## src/hw/rtl/lr_pkg.sv

```systemverilog
// ----------------------------------------------------------------------------
// lr_pkg: shared constants for the line rasteriser
// coordinate width default, gray width, result limit and queue sizing
// ----------------------------------------------------------------------------
package lr_pkg;

    localparam int COORD_WIDTH_DEF = 7;
    localparam int GRAY_WIDTH      = 4;

    // a line is cut off after this many pixel pairs
    localparam int MAX_RESULTS     = 64;
    localparam int RES_CNT_W       = $clog2(MAX_RESULTS);

    // descriptor queue between front and back, power of two
    localparam int QUEUE_DEPTH     = 2;
    localparam int QUEUE_PTR_W     = $clog2(QUEUE_DEPTH);
    localparam int QUEUE_CNT_W     = $clog2(QUEUE_DEPTH + 1);

    // extra bits on the signed error term over the coordinate width
    localparam int ERR_EXTRA       = 3;

endpackage

```

## src/hw/rtl/lr_if.sv

```systemverilog
// ----------------------------------------------------------------------------
// lr_if: handshake channels of the line rasteriser
// line request channel and pixel pair channel, valid/ready
// ----------------------------------------------------------------------------
interface lr_req_if
    import lr_pkg::*;
    #(parameter int CW = COORD_WIDTH_DEF)
    ();
    logic                  valid;
    logic                  ready;
    logic [CW-1:0]         start_x;
    logic [CW-1:0]         start_y;
    logic [CW-1:0]         end_x;
    logic [CW-1:0]         end_y;
    logic [GRAY_WIDTH-1:0] gray_level;

    modport source (output valid, start_x, start_y, end_x, end_y, gray_level,
                    input ready);
    modport sink   (input valid, start_x, start_y, end_x, end_y, gray_level,
                    output ready);
endinterface

interface lr_pix_if
    import lr_pkg::*;
    #(parameter int CW = COORD_WIDTH_DEF)
    ();
    logic                  valid;
    logic                  ready;
    logic [CW-1:0]         first_px_x;
    logic [CW-1:0]         first_px_y;
    logic [CW-1:0]         second_px_x;
    logic [CW-1:0]         second_px_y;
    logic                  second_ok;
    logic [GRAY_WIDTH-1:0] pixel_gray;
    logic                  final_pair;

    modport source (output valid, first_px_x, first_px_y, second_px_x, second_px_y,
                    second_ok, pixel_gray, final_pair,
                    input ready);
    modport sink   (input valid, first_px_x, first_px_y, second_px_x, second_px_y,
                    second_ok, pixel_gray, final_pair,
                    output ready);
endinterface

```

## src/hw/rtl/lr_front.sv

```systemverilog
// ----------------------------------------------------------------------------
// lr_front: line request intake
// takes a request, derives spans, step directions and the initial error
// ----------------------------------------------------------------------------
module lr_front
    import lr_pkg::*;
    #(
        parameter int CW     = COORD_WIDTH_DEF,
        parameter int DESC_W = 7 * CW + ERR_EXTRA + 2 + GRAY_WIDTH
    )
    (
        lr_req_if.sink             i_req,
        output logic [DESC_W-1:0]  o_desc,
        output logic               o_push,
        input  logic               i_room
    );

    localparam int EW = CW + ERR_EXTRA;

    logic [CW-1:0]        w_span_x;
    logic [CW-1:0]        w_span_y;
    logic                 w_neg_x;
    logic                 w_neg_y;
    logic signed [EW-1:0] w_half_x;
    logic signed [EW-1:0] w_half_y;
    logic signed [EW-1:0] w_err0;

    assign w_neg_x  = !(i_req.start_x < i_req.end_x);
    assign w_neg_y  = !(i_req.start_y < i_req.end_y);
    assign w_span_x = w_neg_x ? (i_req.start_x - i_req.end_x) : (i_req.end_x - i_req.start_x);
    assign w_span_y = w_neg_y ? (i_req.start_y - i_req.end_y) : (i_req.end_y - i_req.start_y);

    // halves truncate, spans are never negative
    assign w_half_x = $signed({{ERR_EXTRA{1'b0}}, 1'b0, w_span_x[CW-1:1]});
    assign w_half_y = $signed({{ERR_EXTRA{1'b0}}, 1'b0, w_span_y[CW-1:1]});
    assign w_err0   = (w_span_x > w_span_y) ? w_half_x : -w_half_y;

    assign o_desc = {i_req.start_x, i_req.start_y, i_req.end_x, i_req.end_y,
                     w_span_x, w_span_y, w_neg_x, w_neg_y, w_err0, i_req.gray_level};

    assign o_push      = i_req.valid;
    assign i_req.ready = i_room;

endmodule

```

## src/hw/rtl/lr_queue.sv

```systemverilog
// ----------------------------------------------------------------------------
// lr_queue: short descriptor queue
// decouples request intake from the pixel walk
// ----------------------------------------------------------------------------
module lr_queue
    import lr_pkg::*;
    #(
        parameter int WIDTH = 8
    )
    (
        input  logic             i_clk,
        input  logic             i_rst_n,
        input  logic             i_push,
        input  logic [WIDTH-1:0] i_data,
        output logic             o_room,
        output logic             o_valid,
        output logic [WIDTH-1:0] o_data,
        input  logic             i_pop
    );

    logic [WIDTH-1:0]       r_mem [QUEUE_DEPTH];
    logic [QUEUE_PTR_W-1:0] r_wptr;
    logic [QUEUE_PTR_W-1:0] r_rptr;
    logic [QUEUE_CNT_W-1:0] r_count;
    logic                   w_wr;
    logic                   w_rd;

    assign o_room  = (r_count != QUEUE_CNT_W'(QUEUE_DEPTH));
    assign o_valid = (r_count != '0);
    assign o_data  = r_mem[r_rptr];
    assign w_wr    = i_push && o_room;
    assign w_rd    = i_pop && o_valid;

    always_ff @(posedge i_clk) begin
        if (!i_rst_n) begin
            r_wptr  <= '0;
            r_rptr  <= '0;
            r_count <= '0;
        end else begin
            if (w_wr) begin
                r_wptr <= r_wptr + 1'b1;
            end
            if (w_rd) begin
                r_rptr <= r_rptr + 1'b1;
            end
            unique case ({w_wr, w_rd})
                2'b10:   r_count <= r_count + 1'b1;
                2'b01:   r_count <= r_count - 1'b1;
                default: r_count <= r_count;
            endcase
        end
    end

    always_ff @(posedge i_clk) begin
        if (w_wr) begin
            r_mem[r_wptr] <= i_data;
        end
    end

endmodule

```

## src/hw/rtl/lr_back.sv

```systemverilog
// ----------------------------------------------------------------------------
// lr_back: pixel walker
// two bresenham steps a cycle while the output is not stalled, one pixel pair per result
// ----------------------------------------------------------------------------
module lr_back
    import lr_pkg::*;
    #(
        parameter int CW     = COORD_WIDTH_DEF,
        parameter int DESC_W = 7 * CW + ERR_EXTRA + 2 + GRAY_WIDTH
    )
    (
        input  logic              i_clk,
        input  logic              i_rst_n,
        input  logic [DESC_W-1:0] i_desc,
        input  logic              i_desc_valid,
        output logic              o_pop,
        lr_pix_if.source          o_pix
    );

    localparam int EW = CW + ERR_EXTRA;

    typedef struct packed {
        logic [CW-1:0]        x;
        logic [CW-1:0]        y;
        logic signed [EW-1:0] e;
    } t_walk;

    function automatic t_walk f_step(t_walk s, logic [CW-1:0] sx, logic [CW-1:0] sy,
                                     logic neg_x, logic neg_y);
        t_walk                r;
        logic signed [EW-1:0] dx;
        logic signed [EW-1:0] dy;
        r  = s;
        dx = $signed({{ERR_EXTRA{1'b0}}, sx});
        dy = $signed({{ERR_EXTRA{1'b0}}, sy});
        if (s.e > -dx) begin
            r.e = r.e - dy;
            r.x = neg_x ? (s.x - 1'b1) : (s.x + 1'b1);
        end
        if (s.e < dy) begin
            r.e = r.e + dx;
            r.y = neg_y ? (s.y - 1'b1) : (s.y + 1'b1);
        end
        return r;
    endfunction

    // descriptor fields
    logic [CW-1:0]         d_x0, d_y0, d_gx, d_gy, d_sx, d_sy;
    logic                  d_nx, d_ny;
    logic signed [EW-1:0]  d_err;
    logic [GRAY_WIDTH-1:0] d_gray;

    assign {d_x0, d_y0, d_gx, d_gy, d_sx, d_sy, d_nx, d_ny, d_err, d_gray} = i_desc;

    // walk state
    logic                  r_busy;
    logic [RES_CNT_W-1:0]  r_cnt;
    t_walk                 r_cur;
    logic [CW-1:0]         r_goal_x, r_goal_y, r_span_x, r_span_y;
    logic                  r_neg_x, r_neg_y;
    logic [GRAY_WIDTH-1:0] r_gray;

    // output register
    logic                  r_out_valid;
    logic [CW-1:0]         r_fx, r_fy, r_sx, r_sy;
    logic                  r_ok, r_final;
    logic [GRAY_WIDTH-1:0] r_out_gray;

    logic  w_load, w_adv, w_at0, w_at1, w_last;
    t_walk w_s1, w_s2;

    assign w_load = !r_busy && i_desc_valid;
    assign o_pop  = w_load;
    assign w_adv  = r_busy && (!r_out_valid || o_pix.ready);

    assign w_s1   = f_step(r_cur, r_span_x, r_span_y, r_neg_x, r_neg_y);
    assign w_s2   = f_step(w_s1, r_span_x, r_span_y, r_neg_x, r_neg_y);
    assign w_at0  = (r_cur.x == r_goal_x) && (r_cur.y == r_goal_y);
    assign w_at1  = (w_s1.x == r_goal_x) && (w_s1.y == r_goal_y);
    // end point reached, or the pair limit cuts the line short
    assign w_last = w_at0 || w_at1 || (r_cnt == RES_CNT_W'(MAX_RESULTS - 1));

    always_ff @(posedge i_clk) begin
        if (!i_rst_n) begin
            r_busy      <= 1'b0;
            r_cnt       <= '0;
            r_out_valid <= 1'b0;
        end else begin
            if (w_load) begin
                r_busy <= 1'b1;
                r_cnt  <= '0;
            end else if (w_adv) begin
                r_cnt <= r_cnt + 1'b1;
                if (w_last) begin
                    r_busy <= 1'b0;
                end
            end
            if (w_adv) begin
                r_out_valid <= 1'b1;
            end else if (o_pix.ready) begin
                r_out_valid <= 1'b0;
            end
        end
    end

    always_ff @(posedge i_clk) begin
        if (w_load) begin
            r_cur.x  <= d_x0;
            r_cur.y  <= d_y0;
            r_cur.e  <= d_err;
            r_goal_x <= d_gx;
            r_goal_y <= d_gy;
            r_span_x <= d_sx;
            r_span_y <= d_sy;
            r_neg_x  <= d_nx;
            r_neg_y  <= d_ny;
            r_gray   <= d_gray;
        end else if (w_adv) begin
            r_cur <= w_s2;
        end
        if (w_adv) begin
            r_fx       <= r_cur.x;
            r_fy       <= r_cur.y;
            r_ok       <= !w_at0;
            r_sx       <= w_at0 ? '0 : w_s1.x;
            r_sy       <= w_at0 ? '0 : w_s1.y;
            r_out_gray <= r_gray;
            r_final    <= w_last;
        end
    end

    assign o_pix.valid       = r_out_valid;
    assign o_pix.first_px_x  = r_fx;
    assign o_pix.first_px_y  = r_fy;
    assign o_pix.second_px_x = r_sx;
    assign o_pix.second_px_y = r_sy;
    assign o_pix.second_ok   = r_ok;
    assign o_pix.pixel_gray  = r_out_gray;
    assign o_pix.final_pair  = r_final;

endmodule

```

## src/hw/rtl/line_rasterizer_top.sv

```systemverilog
// path: a taken line request passes the queue and the walker state into the output
//   register, where its first pixel pair is shown
// throughput: two chained bresenham steps per cycle while the output is not stalled,
//   one pixel pair each; the next line is loaded from the queue after the last pair
// reset: synchronous, active low; clears the queue, the walker and the output
//   register, payload registers are left as they are
// ----------------------------------------------------------------------------
// line_rasterizer_top: bresenham line rasteriser
// accepts line requests and emits the line's pixels two at a time
// ----------------------------------------------------------------------------
module line_rasterizer_top
    import lr_pkg::*;
    #(
        parameter int COORD_WIDTH = COORD_WIDTH_DEF
    )
    (
        input  logic     i_clk,
        input  logic     i_rst_n,
        lr_req_if.sink   i_req,
        lr_pix_if.source o_pix
    );

    // descriptor: endpoints, spans, step signs, initial error and gray level
    localparam int DESC_W = 7 * COORD_WIDTH + ERR_EXTRA + 2 + GRAY_WIDTH;

    logic [DESC_W-1:0] w_push_desc;
    logic              w_push;
    logic              w_room;
    logic [DESC_W-1:0] w_pop_desc;
    logic              w_pop_valid;
    logic              w_pop;

    // front: classify the request and work out the walk set-up
    lr_front #(
        .CW     (COORD_WIDTH),
        .DESC_W (DESC_W)
    ) u_front (
        .i_req  (i_req),
        .o_desc (w_push_desc),
        .o_push (w_push),
        .i_room (w_room)
    );

    // queue: lets the next request in while a line is still being walked
    lr_queue #(
        .WIDTH (DESC_W)
    ) u_queue (
        .i_clk   (i_clk),
        .i_rst_n (i_rst_n),
        .i_push  (w_push),
        .i_data  (w_push_desc),
        .o_room  (w_room),
        .o_valid (w_pop_valid),
        .o_data  (w_pop_desc),
        .i_pop   (w_pop)
    );

    // back: walk the line and hold each pair in the output register
    lr_back #(
        .CW     (COORD_WIDTH),
        .DESC_W (DESC_W)
    ) u_back (
        .i_clk        (i_clk),
        .i_rst_n      (i_rst_n),
        .i_desc       (w_pop_desc),
        .i_desc_valid (w_pop_valid),
        .o_pop        (w_pop),
        .o_pix        (o_pix)
    );

endmodule
```

## src/flat_wrapper.sv

```systemverilog
// flat-port wrapper written by rule: the top's interface ports become plain ports
module line_rasterizer_top_flat import lr_pkg::*;
#(
        parameter int COORD_WIDTH = COORD_WIDTH_DEF
    )
  (i_clk, i_rst_n, i_req_valid, i_req_start_x, i_req_start_y, i_req_end_x, i_req_end_y, i_req_gray_level, i_req_ready, o_pix_valid, o_pix_first_px_x, o_pix_first_px_y, o_pix_second_px_x, o_pix_second_px_y, o_pix_second_ok, o_pix_pixel_gray, o_pix_final_pair, o_pix_ready);
  lr_req_if i_req_i ();
  lr_pix_if o_pix_i ();
  input  logic i_clk;
  input  logic i_rst_n;
  input wire logic [$bits(i_req_i.valid)-1:0] i_req_valid;
  input wire logic [$bits(i_req_i.start_x)-1:0] i_req_start_x;
  input wire logic [$bits(i_req_i.start_y)-1:0] i_req_start_y;
  input wire logic [$bits(i_req_i.end_x)-1:0] i_req_end_x;
  input wire logic [$bits(i_req_i.end_y)-1:0] i_req_end_y;
  input wire logic [$bits(i_req_i.gray_level)-1:0] i_req_gray_level;
  output wire logic [$bits(i_req_i.ready)-1:0] i_req_ready;
  output wire logic [$bits(o_pix_i.valid)-1:0] o_pix_valid;
  output wire logic [$bits(o_pix_i.first_px_x)-1:0] o_pix_first_px_x;
  output wire logic [$bits(o_pix_i.first_px_y)-1:0] o_pix_first_px_y;
  output wire logic [$bits(o_pix_i.second_px_x)-1:0] o_pix_second_px_x;
  output wire logic [$bits(o_pix_i.second_px_y)-1:0] o_pix_second_px_y;
  output wire logic [$bits(o_pix_i.second_ok)-1:0] o_pix_second_ok;
  output wire logic [$bits(o_pix_i.pixel_gray)-1:0] o_pix_pixel_gray;
  output wire logic [$bits(o_pix_i.final_pair)-1:0] o_pix_final_pair;
  input wire logic [$bits(o_pix_i.ready)-1:0] o_pix_ready;
  assign i_req_i.valid = i_req_valid;
  assign i_req_i.start_x = i_req_start_x;
  assign i_req_i.start_y = i_req_start_y;
  assign i_req_i.end_x = i_req_end_x;
  assign i_req_i.end_y = i_req_end_y;
  assign i_req_i.gray_level = i_req_gray_level;
  assign i_req_ready = i_req_i.ready;
  assign o_pix_valid = o_pix_i.valid;
  assign o_pix_first_px_x = o_pix_i.first_px_x;
  assign o_pix_first_px_y = o_pix_i.first_px_y;
  assign o_pix_second_px_x = o_pix_i.second_px_x;
  assign o_pix_second_px_y = o_pix_i.second_px_y;
  assign o_pix_second_ok = o_pix_i.second_ok;
  assign o_pix_pixel_gray = o_pix_i.pixel_gray;
  assign o_pix_final_pair = o_pix_i.final_pair;
  assign o_pix_i.ready = o_pix_ready;
  line_rasterizer_top #(.COORD_WIDTH(COORD_WIDTH)) u_core (.i_clk(i_clk), .i_rst_n(i_rst_n), .i_req(i_req_i), .o_pix(o_pix_i));
endmodule
```

## config.mk

```make
export PLATFORM = sky130hd
export DESIGN_NAME = line_rasterizer_top_flat
export DESIGN_NICKNAME = d
export VERILOG_FILES = /design/src/hw/rtl/lr_pkg.sv /design/src/hw/rtl/lr_if.sv /design/src/hw/rtl/lr_front.sv /design/src/hw/rtl/lr_queue.sv /design/src/hw/rtl/lr_back.sv /design/src/hw/rtl/line_rasterizer_top.sv /design/src/flat_wrapper.sv
export SDC_FILE = /design/constraint.sdc
export NUM_CORES = 1
export LEC_CHECK = 0
export ABC_AREA = 1
export BUFFER_PORTS_ARGS = -buffer_cell sky130_fd_sc_hd__buf_2
export CORE_AREA = 2 2 166 168
export CTS_BUF_LIST = sky130_fd_sc_hd__clkbuf_2 sky130_fd_sc_hd__clkbuf_4 sky130_fd_sc_hd__clkbuf_8
export CTS_CLUSTER_DIAMETER = 40
export CTS_CLUSTER_SIZE = 25
export DETAILED_ROUTE_END_ITERATION = 16
export DIE_AREA = 0 0 168 170
export GPL_TIMING_DRIVEN = 0
export PLACE_DENSITY = 0.69
export SLEW_MARGIN = 10
export SYNTH_ARGS = -nofsm -noshare
export SYNTH_HDL_FRONTEND = slang
export SYNTH_SLANG_ARGS = --single-unit
```

## constraint.sdc

```tcl
create_clock -name i_clk -period 6.7 [get_ports i_clk]
set_input_delay 0.67 -clock i_clk [delete_from_list [all_inputs] [get_ports i_clk]]
set_output_delay 0.67 -clock i_clk [all_outputs]
set_load 0.02 [all_outputs]
```

# After elaboration in Yosys (flattened, before gate mapping)

Memory sizes are Yosys's and may differ from the RTL's. A register that Yosys moved wholly into a read port is not among the register bits.
Index checks and enable logic that the tools add are counted.

Bits in writable memories: 116
Memories: 1
Word-level logic and storage cells: 109
Register bits: 104
Input port bits: 36
Output and inout bits: 36

$lt $le $gt $ge: 7
$add $sub $neg: 23
Muxes and demuxes: 25
Bitwise gates (word level): 1
Reduce and logical (&&, ||, !) cells: 21
Equality and inequality tests: 8

Memory list:

| name                 | words | width | rd ports | clocked after memory_dff | write ports | line           | text |
|---|---|---|---|---|---|---|---|
| u_core.u_queue.r_mem | 2     | 58    | 1        | 1                        | 1           | lr_queue.sv:21 | `logic [WIDTH-1:0] r_mem [QUEUE_DEPTH];` |

Operators by type and width:

| kind                                             | count |
|---|---|
| two-way mux 7 bit                                | 8 |
| two-way mux 24 bit                               | 2 |
| two-way mux 17 bit                               | 2 |
| two-way mux 10 bit                               | 3 |
| adder 7 x 1 -> 7 bit, second input constant      | 4 |
| == test 7 bit                                    | 4 |
| subtractor 7 x 1 -> 7 bit, second input constant | 4 |
| subtractor 7 bit                                 | 4 |
| adder 10 x 8 -> 10 bit                           | 2 |
| greater-than comparator 10 bit                   | 2 |
| < comparator 10 x 8 -> 1 bit                     | 2 |
| subtractor 10 x 8 -> 10 bit                      | 2 |
| < comparator 7 bit                               | 2 |
| negator 6 -> 10 bit                              | 1 |
| negator 7 -> 10 bit                              | 1 |
| nonzero test 2 bit                               | 5 |
| two-way mux 1 bit                                | 9 |
| greater-than comparator 7 bit                    | 1 |
| adder 6 x 1 -> 6 bit, second input constant      | 1 |
| == test 6 bit, second input constant             | 1 |
| logical AND 1 bit                                | 6 |
| logical NOT 1 bit                                | 5 |
| one-hot mux 2 bit (2 select lines)               | 1 |
| logical OR 1 bit                                 | 3 |
| other kinds (9)                                  | 10 |

# Longest topological paths before layout

Depth in word-level cells: 12
Depth in mapped cells: 62
Mapped depth without buffers: 60

# By module

A second synthesis with hierarchy kept.

Cells, all modules: 1472
Area, all modules: 14128.6 sq um

Modules (own cells, without submodules):

| module   | area each (sq um) | seq. area each (sq um) | cells an instance | times used |
|---|---|---|---|---|
| lr_back  | 7504.7            | 2922.8                 | 909               | 1 |
| lr_queue | 4495.6            | 3583.4                 | 216               | 1 |
| lr_front | 2128.3            | 0.0                    | 347               | 1 |

# Worst setup path before layout

Ideal clock, no wire load.

Path type: reg-to-reg
Start: register u_core.u_back.r_span_x[0]
End: register u_core.u_back.r_cur[7] (netlist name) (data pin)
Path slack: -0.537 ns
Setup time: 0.266 ns
Data required time: 6.434 ns
Stages on the path, launching flop included: 50
Clock period less this slack: 7.237 ns
Data arrival time: 6.971 ns
Buffers on the path: 1
Path through: edfxtp_1 inv_1 ha_1 nand4_1 inv_1 ha_1 a21o_1 a21oi_1 o21ai_0 inv_1 nand4_1 nand3_4 buf_1 nand2_1 o21ai_0 ha_1 fa_1 nand3_1 (+14 left out) nand2_2 nand3_4 or2_1 o21ai_0 inv_1 ha_1 a21oi_1 nand2_1 a21oi_1 inv_1 a21oi_1 nor2_1 o21ai_0 nand2_1 nand2_1 inv_1 xor2_1 o21ai_1

Cells in the longest elaborated chain, start to end: 11
Elaborated cells on any way between the ends: 13
Classes of those cells: 4 x add/sub; 3 x order compare; 6 x mux

Ends and longest elaborated chain:

| item                                                                                 | line                         | text |
|---|---|---|
| from (decl)                                                                          | lr_back.sv:59                | `logic [CW-1:0] r_goal_x, r_goal_y, r_span_x, r_span_y;` |
| from (signal assigned)                                                               | lr_back.sv:113               | `r_span_x <= d_sx;` |
| negator 7 -> 10 bit                                                                  | lr_back.sv:36                | `if (s.e > -dx) begin` |
| greater-than comparator 10 bit                                                       | lr_back.sv:36                |  |
| two-way mux 10 bit                                                                   | lr_back.sv:36                |  |
| adder 10 x 8 -> 10 bit                                                               | lr_back.sv:41                | `r.e = r.e + dx;` |
| two-way mux 17 bit                                                                   | lr_back.sv:40                | `if (s.e < dy) begin` |
| subtractor 10 x 8 -> 10 bit / greater-than comparator 10 bit (equally long branches) | lr_back.sv:37, lr_back.sv:36 |  |
| two-way mux 10 bit                                                                   | lr_back.sv:36                |  |
| adder 10 x 8 -> 10 bit                                                               | lr_back.sv:41                |  |
| two-way mux 17 bit *                                                                 | lr_back.sv:40                |  |
| two-way mux 24 bit *                                                                 | lr_back.sv:118               | `end else if (w_adv) begin` |
| two-way mux 24 bit *                                                                 | lr_back.sv:107               | `if (w_load) begin` |
| to (signal assigned)                                                                 | lr_back.sv:119               | `r_cur <= w_s2;` |
| to (decl)                                                                            | lr_back.sv:58                | `t_walk r_cur;` |

Mark *: on every way between the ends. The rest lies on a longest branch, timed or not. The select of a mux whose other input is x is not followed.
A chain may end at the register's enable or synchronous reset.

# Worst setup path in the final report

Start: register u_core.u_back.r_span_x[1]
End: register u_core.u_back.r_cur[6] (netlist name) (data pin)

Same word-level chain as after synthesis.

==> summary.txt <==
Yosys
  • Synth cell types: 56
  • Number of enable flip-flop cells after synthesis: 208
  • Syn avg cell area: ~10 um2
  • Post-synthesis sequential area ratio: 49.5%
  • Yosys Warn Count: 0
  • Fraction of registers with async set/reset: 0%
  • Synth Instances: 1288
  • Flops & latches, synth: 221
  • Post-Syn Nets: roughly 1400
  • Post-Syn Area: 13200 um2
  • Predominant post-synthesis flop cell: edfxtp_1

Layout
  • Nets: approximately 1600
  • Leading cell type in the layout, fill and taps excluded: edfxtp_1
  • Fill cells: 2206
  • Layout cells sized above 1: between 20% and 30%
  • Area Growth Syn to Fin: 18.9%
  • Multi-input gate area: between 6000 and 7000 um2
  • Commonest cells after routing, fill and taps aside: edfxtp_1, nand2_1, inv_1
  • Design area: 15600 um2
  • # diodes: 0
  • Register area: 6510 um2

STA
  • Min Tclk post-route: roughly 7 ns
  • Final setup fails: 7
  • Fmax: 142 MHz
  • Final Hold Vio Count: 0
  • Post-route setup TNS: -1.36 ns
  • Max Transition Viols Final: 0
  • Slew @ Worst Pin: 1.05 ns
  • Post-route clock period utilization: 105%
  • RSZ-0062 raised after global routing: true
  • Fin worst setup slack: -0.326 ns
  • Rel. slew slack: 29.7%
  • Clk_skew: 0.0382 ns

Critical path
  • Slowest cell on the critical path: edfxtp_1
  • Largest fanout on the critical path: 7
  • Worst EP arrival: 7.31 ns
  • CP peak stage delay: 0.53 ns
  • Critical Path End Type: flip-flop
  • CP Data Required Time: 6.99 ns
  • CP startpoint kind: flip-flop
  • Crit path kind: reg2reg

Global route
  • Largest net degree at the start of global routing: 38
  • Initial antenna violation count: 0
  • First-pass GRT wire length: 48200 um
  • Vias in the first global route: 9264
  • Total gr overflow: 0
  • Overall global routing resource usage: 21.4%

Floorplanning
  • Die ar.: 28600 um2
  • Row count: 60
  • Die H: roughly 170 um
  • Die Width: 168 um
  • Initial Utilization: 49.4%
  • Core area: 26700 um2
  • Boundary Pins: 72

Clocking
  • Clk buf depth: 3
  • TritonCTS Buffers: 29
  • Sink Count: 221
  • CTS tree: yes
  • Clock Latency Late Sink: 0.59 ns
  • CTS H-tree depth: 1
  • Root Driver: clkbuf_8
  • Hold_buf cts: 0
  • CTS clk-pin slew, worst paths: 0.08 ns

Worst hold path
  • Worst hold path type: in2reg

Run status
  • Status: finished with violations
  • Violated checks: negative setup slack

Drt
  • 1st-iter DRT viols: 806
  • Via count: 9597
  • Residual DRC: 0
  • Final wirelength: 30700 um
  • WL/cell: 16.9 um
  • Avg Vias per Cell: 5.29
  • Pre-antenna DRT Iters: 5
  • Antenna viol nets, final: 0

Place
  • Routability Congestion: 0.905
  • IO buf count: 71
  • Placed instance area: 14200 um2
  • HPWL after DPL: 22800 um

Flow run
  • Max-cap violations: 0
[through the flow]
stage / hold WS, ns / util, % / instances / worst slack, ns
6_report: 0.288 / 58.7 / 1815 / -0.326
2_1_floorplan: 0.400 / - / 1288 / -0.130
4_1_cts: 0.251 / 57.8 / 1801 / -0.199
3_5_place_dp: 0.407 / 53.2 / 1705 / -1.18
5_1_grt: 0.259 / 58.7 / 1815 / -0.757
3_3_place_gp: 0.405 / 52.7 / 1700 / -1.02
[worst max-delay path, delay by kind of cell (launching register included)]
family / cells / cell delay (ns)
XOR/XNOR: 3 / 0.46
adder cells (fa/ha/maj): 6 / 1.53
AO/OA/AOI/OAI: 13 / 1.54
AND/OR/NAND/NOR: 18 / 2.06
buffers and inverters: 6 / 0.64
flip-flops: 1 / 0.53
[per-layer routing]
layer  global-route usage [%]  wire length (um)  vias to the layer above
li1                         -                 -                     4756
met2                     34.8             13900                      243
met4                     6.35               667                        0
met1                     30.4             14600                     4551
met5                        0                 0                        -
met3                     2.47              1530                       47
[kinds of logic after synthesis]
logic type	count (synthesis)	synth area share (%)
simple gates	398	13.9
flops	221	49.5
compound gates	216	9.35
buf+inv	209	6.23
fa+ha+maj	109	11.1
xor+xnor	77	5.24
mux	58	4.82
[Yosys cell counts, types with 5 or more instances]
cell | instances | area [um2]
nor3_1 | 7 | 35.0
nand2_1 | 188 | 706
mux2i_1 | 15 | 150
o21bai_1 | 11 | 82.6
edfxtp_1 | 208 | 6250
nand4_1 | 15 | 93.8
inv_1 | 178 | 668
nor2_1 | 67 | 251
a211oi_1 | 6 | 45.0
ha_1 | 97 | 1210
and2_1 | 8 | 50.1
xnor2_1 | 22 | 193
buf_1 | 5 | 18.8
inv_2 | 8 | 30.0
or2_2 | 17 | 106
fa_1 | 12 | 240
xor2_1 | 53 | 464
nand3_1 | 64 | 320
dfxtp_1 | 13 | 260
o21ai_1 | 24 | 120
mux2_2 | 43 | 484
o21ai_0 | 61 | 305
nor2_2 | 6 | 37.5
nand2_2 | 10 | 62.6
clkbuf_1 | 10 | 37.5
a21oi_1 | 81 | 405
[worst paths after layout]
kind | from | to | cells past startpoint | slack [ns]
max | u_core.u_back.r_span_x[1]$_DFFE_PP_ | u_core.u_back.r_cur[6]$_DFFE_PP_ | 46 | -0.33
min | i_req_end_y[6] | u_core.u_queue.r_mem[0][36]$_DFFE_PP_ | 1 | 0.29
max reg2reg | u_core.u_back.r_span_x[1]$_DFFE_PP_ | u_core.u_back.r_cur[6]$_DFFE_PP_ | 46 | -0.33
min reg2reg | u_core.u_back.r_gray[2]$_DFFE_PP_ | u_core.u_back.o_pix.pixel_gray[2]$_DFFE_PP_ | 0 | 0.44
[sequential cells by signal, summed over array words and instances, names as in the netlist, 2 cells and up, named ones only]
| register | flops |
|---|---|
| u_core.u_back.o_pix.first_px_x | 7 |
| u_core.u_back.o_pix.first_px_y | 7 |
| u_core.u_back.o_pix.pixel_gray | 4 |
| u_core.u_back.o_pix.second_px_x | 7 |
| u_core.u_back.o_pix.second_px_y | 7 |
| u_core.u_back.r_cnt | 6 |
| u_core.u_back.r_cur | 24 |
| u_core.u_back.r_goal_x | 7 |
| u_core.u_back.r_goal_y | 7 |
| u_core.u_back.r_gray | 4 |
| u_core.u_back.r_span_x | 7 |
| u_core.u_back.r_span_y | 7 |
| u_core.u_queue.r_count | 2 |
| u_core.u_queue.r_mem | 116 |
[layout make-up]
cell class                 instances  area share, %
sequential                       221           41.6
clock buffer                      33           2.74
inverter                         186           4.46
tap                              341           2.73
timing repair buffer             132           5.85
multi-input combinational        858           40.0
clock inverter                    21           1.72
buffer                            23          0.856
[what timing repair did]
item / in CTS / in global routing
setup buffers: 42 / 15
pin swaps: 54 / 30
gates resized for setup: 41 / 30
setup endpoints to repair: 10 / 10
Power is left out: the tool's default activity adds up to more than one toggle a clock period on the data nets, which glitch-free logic cannot reach.
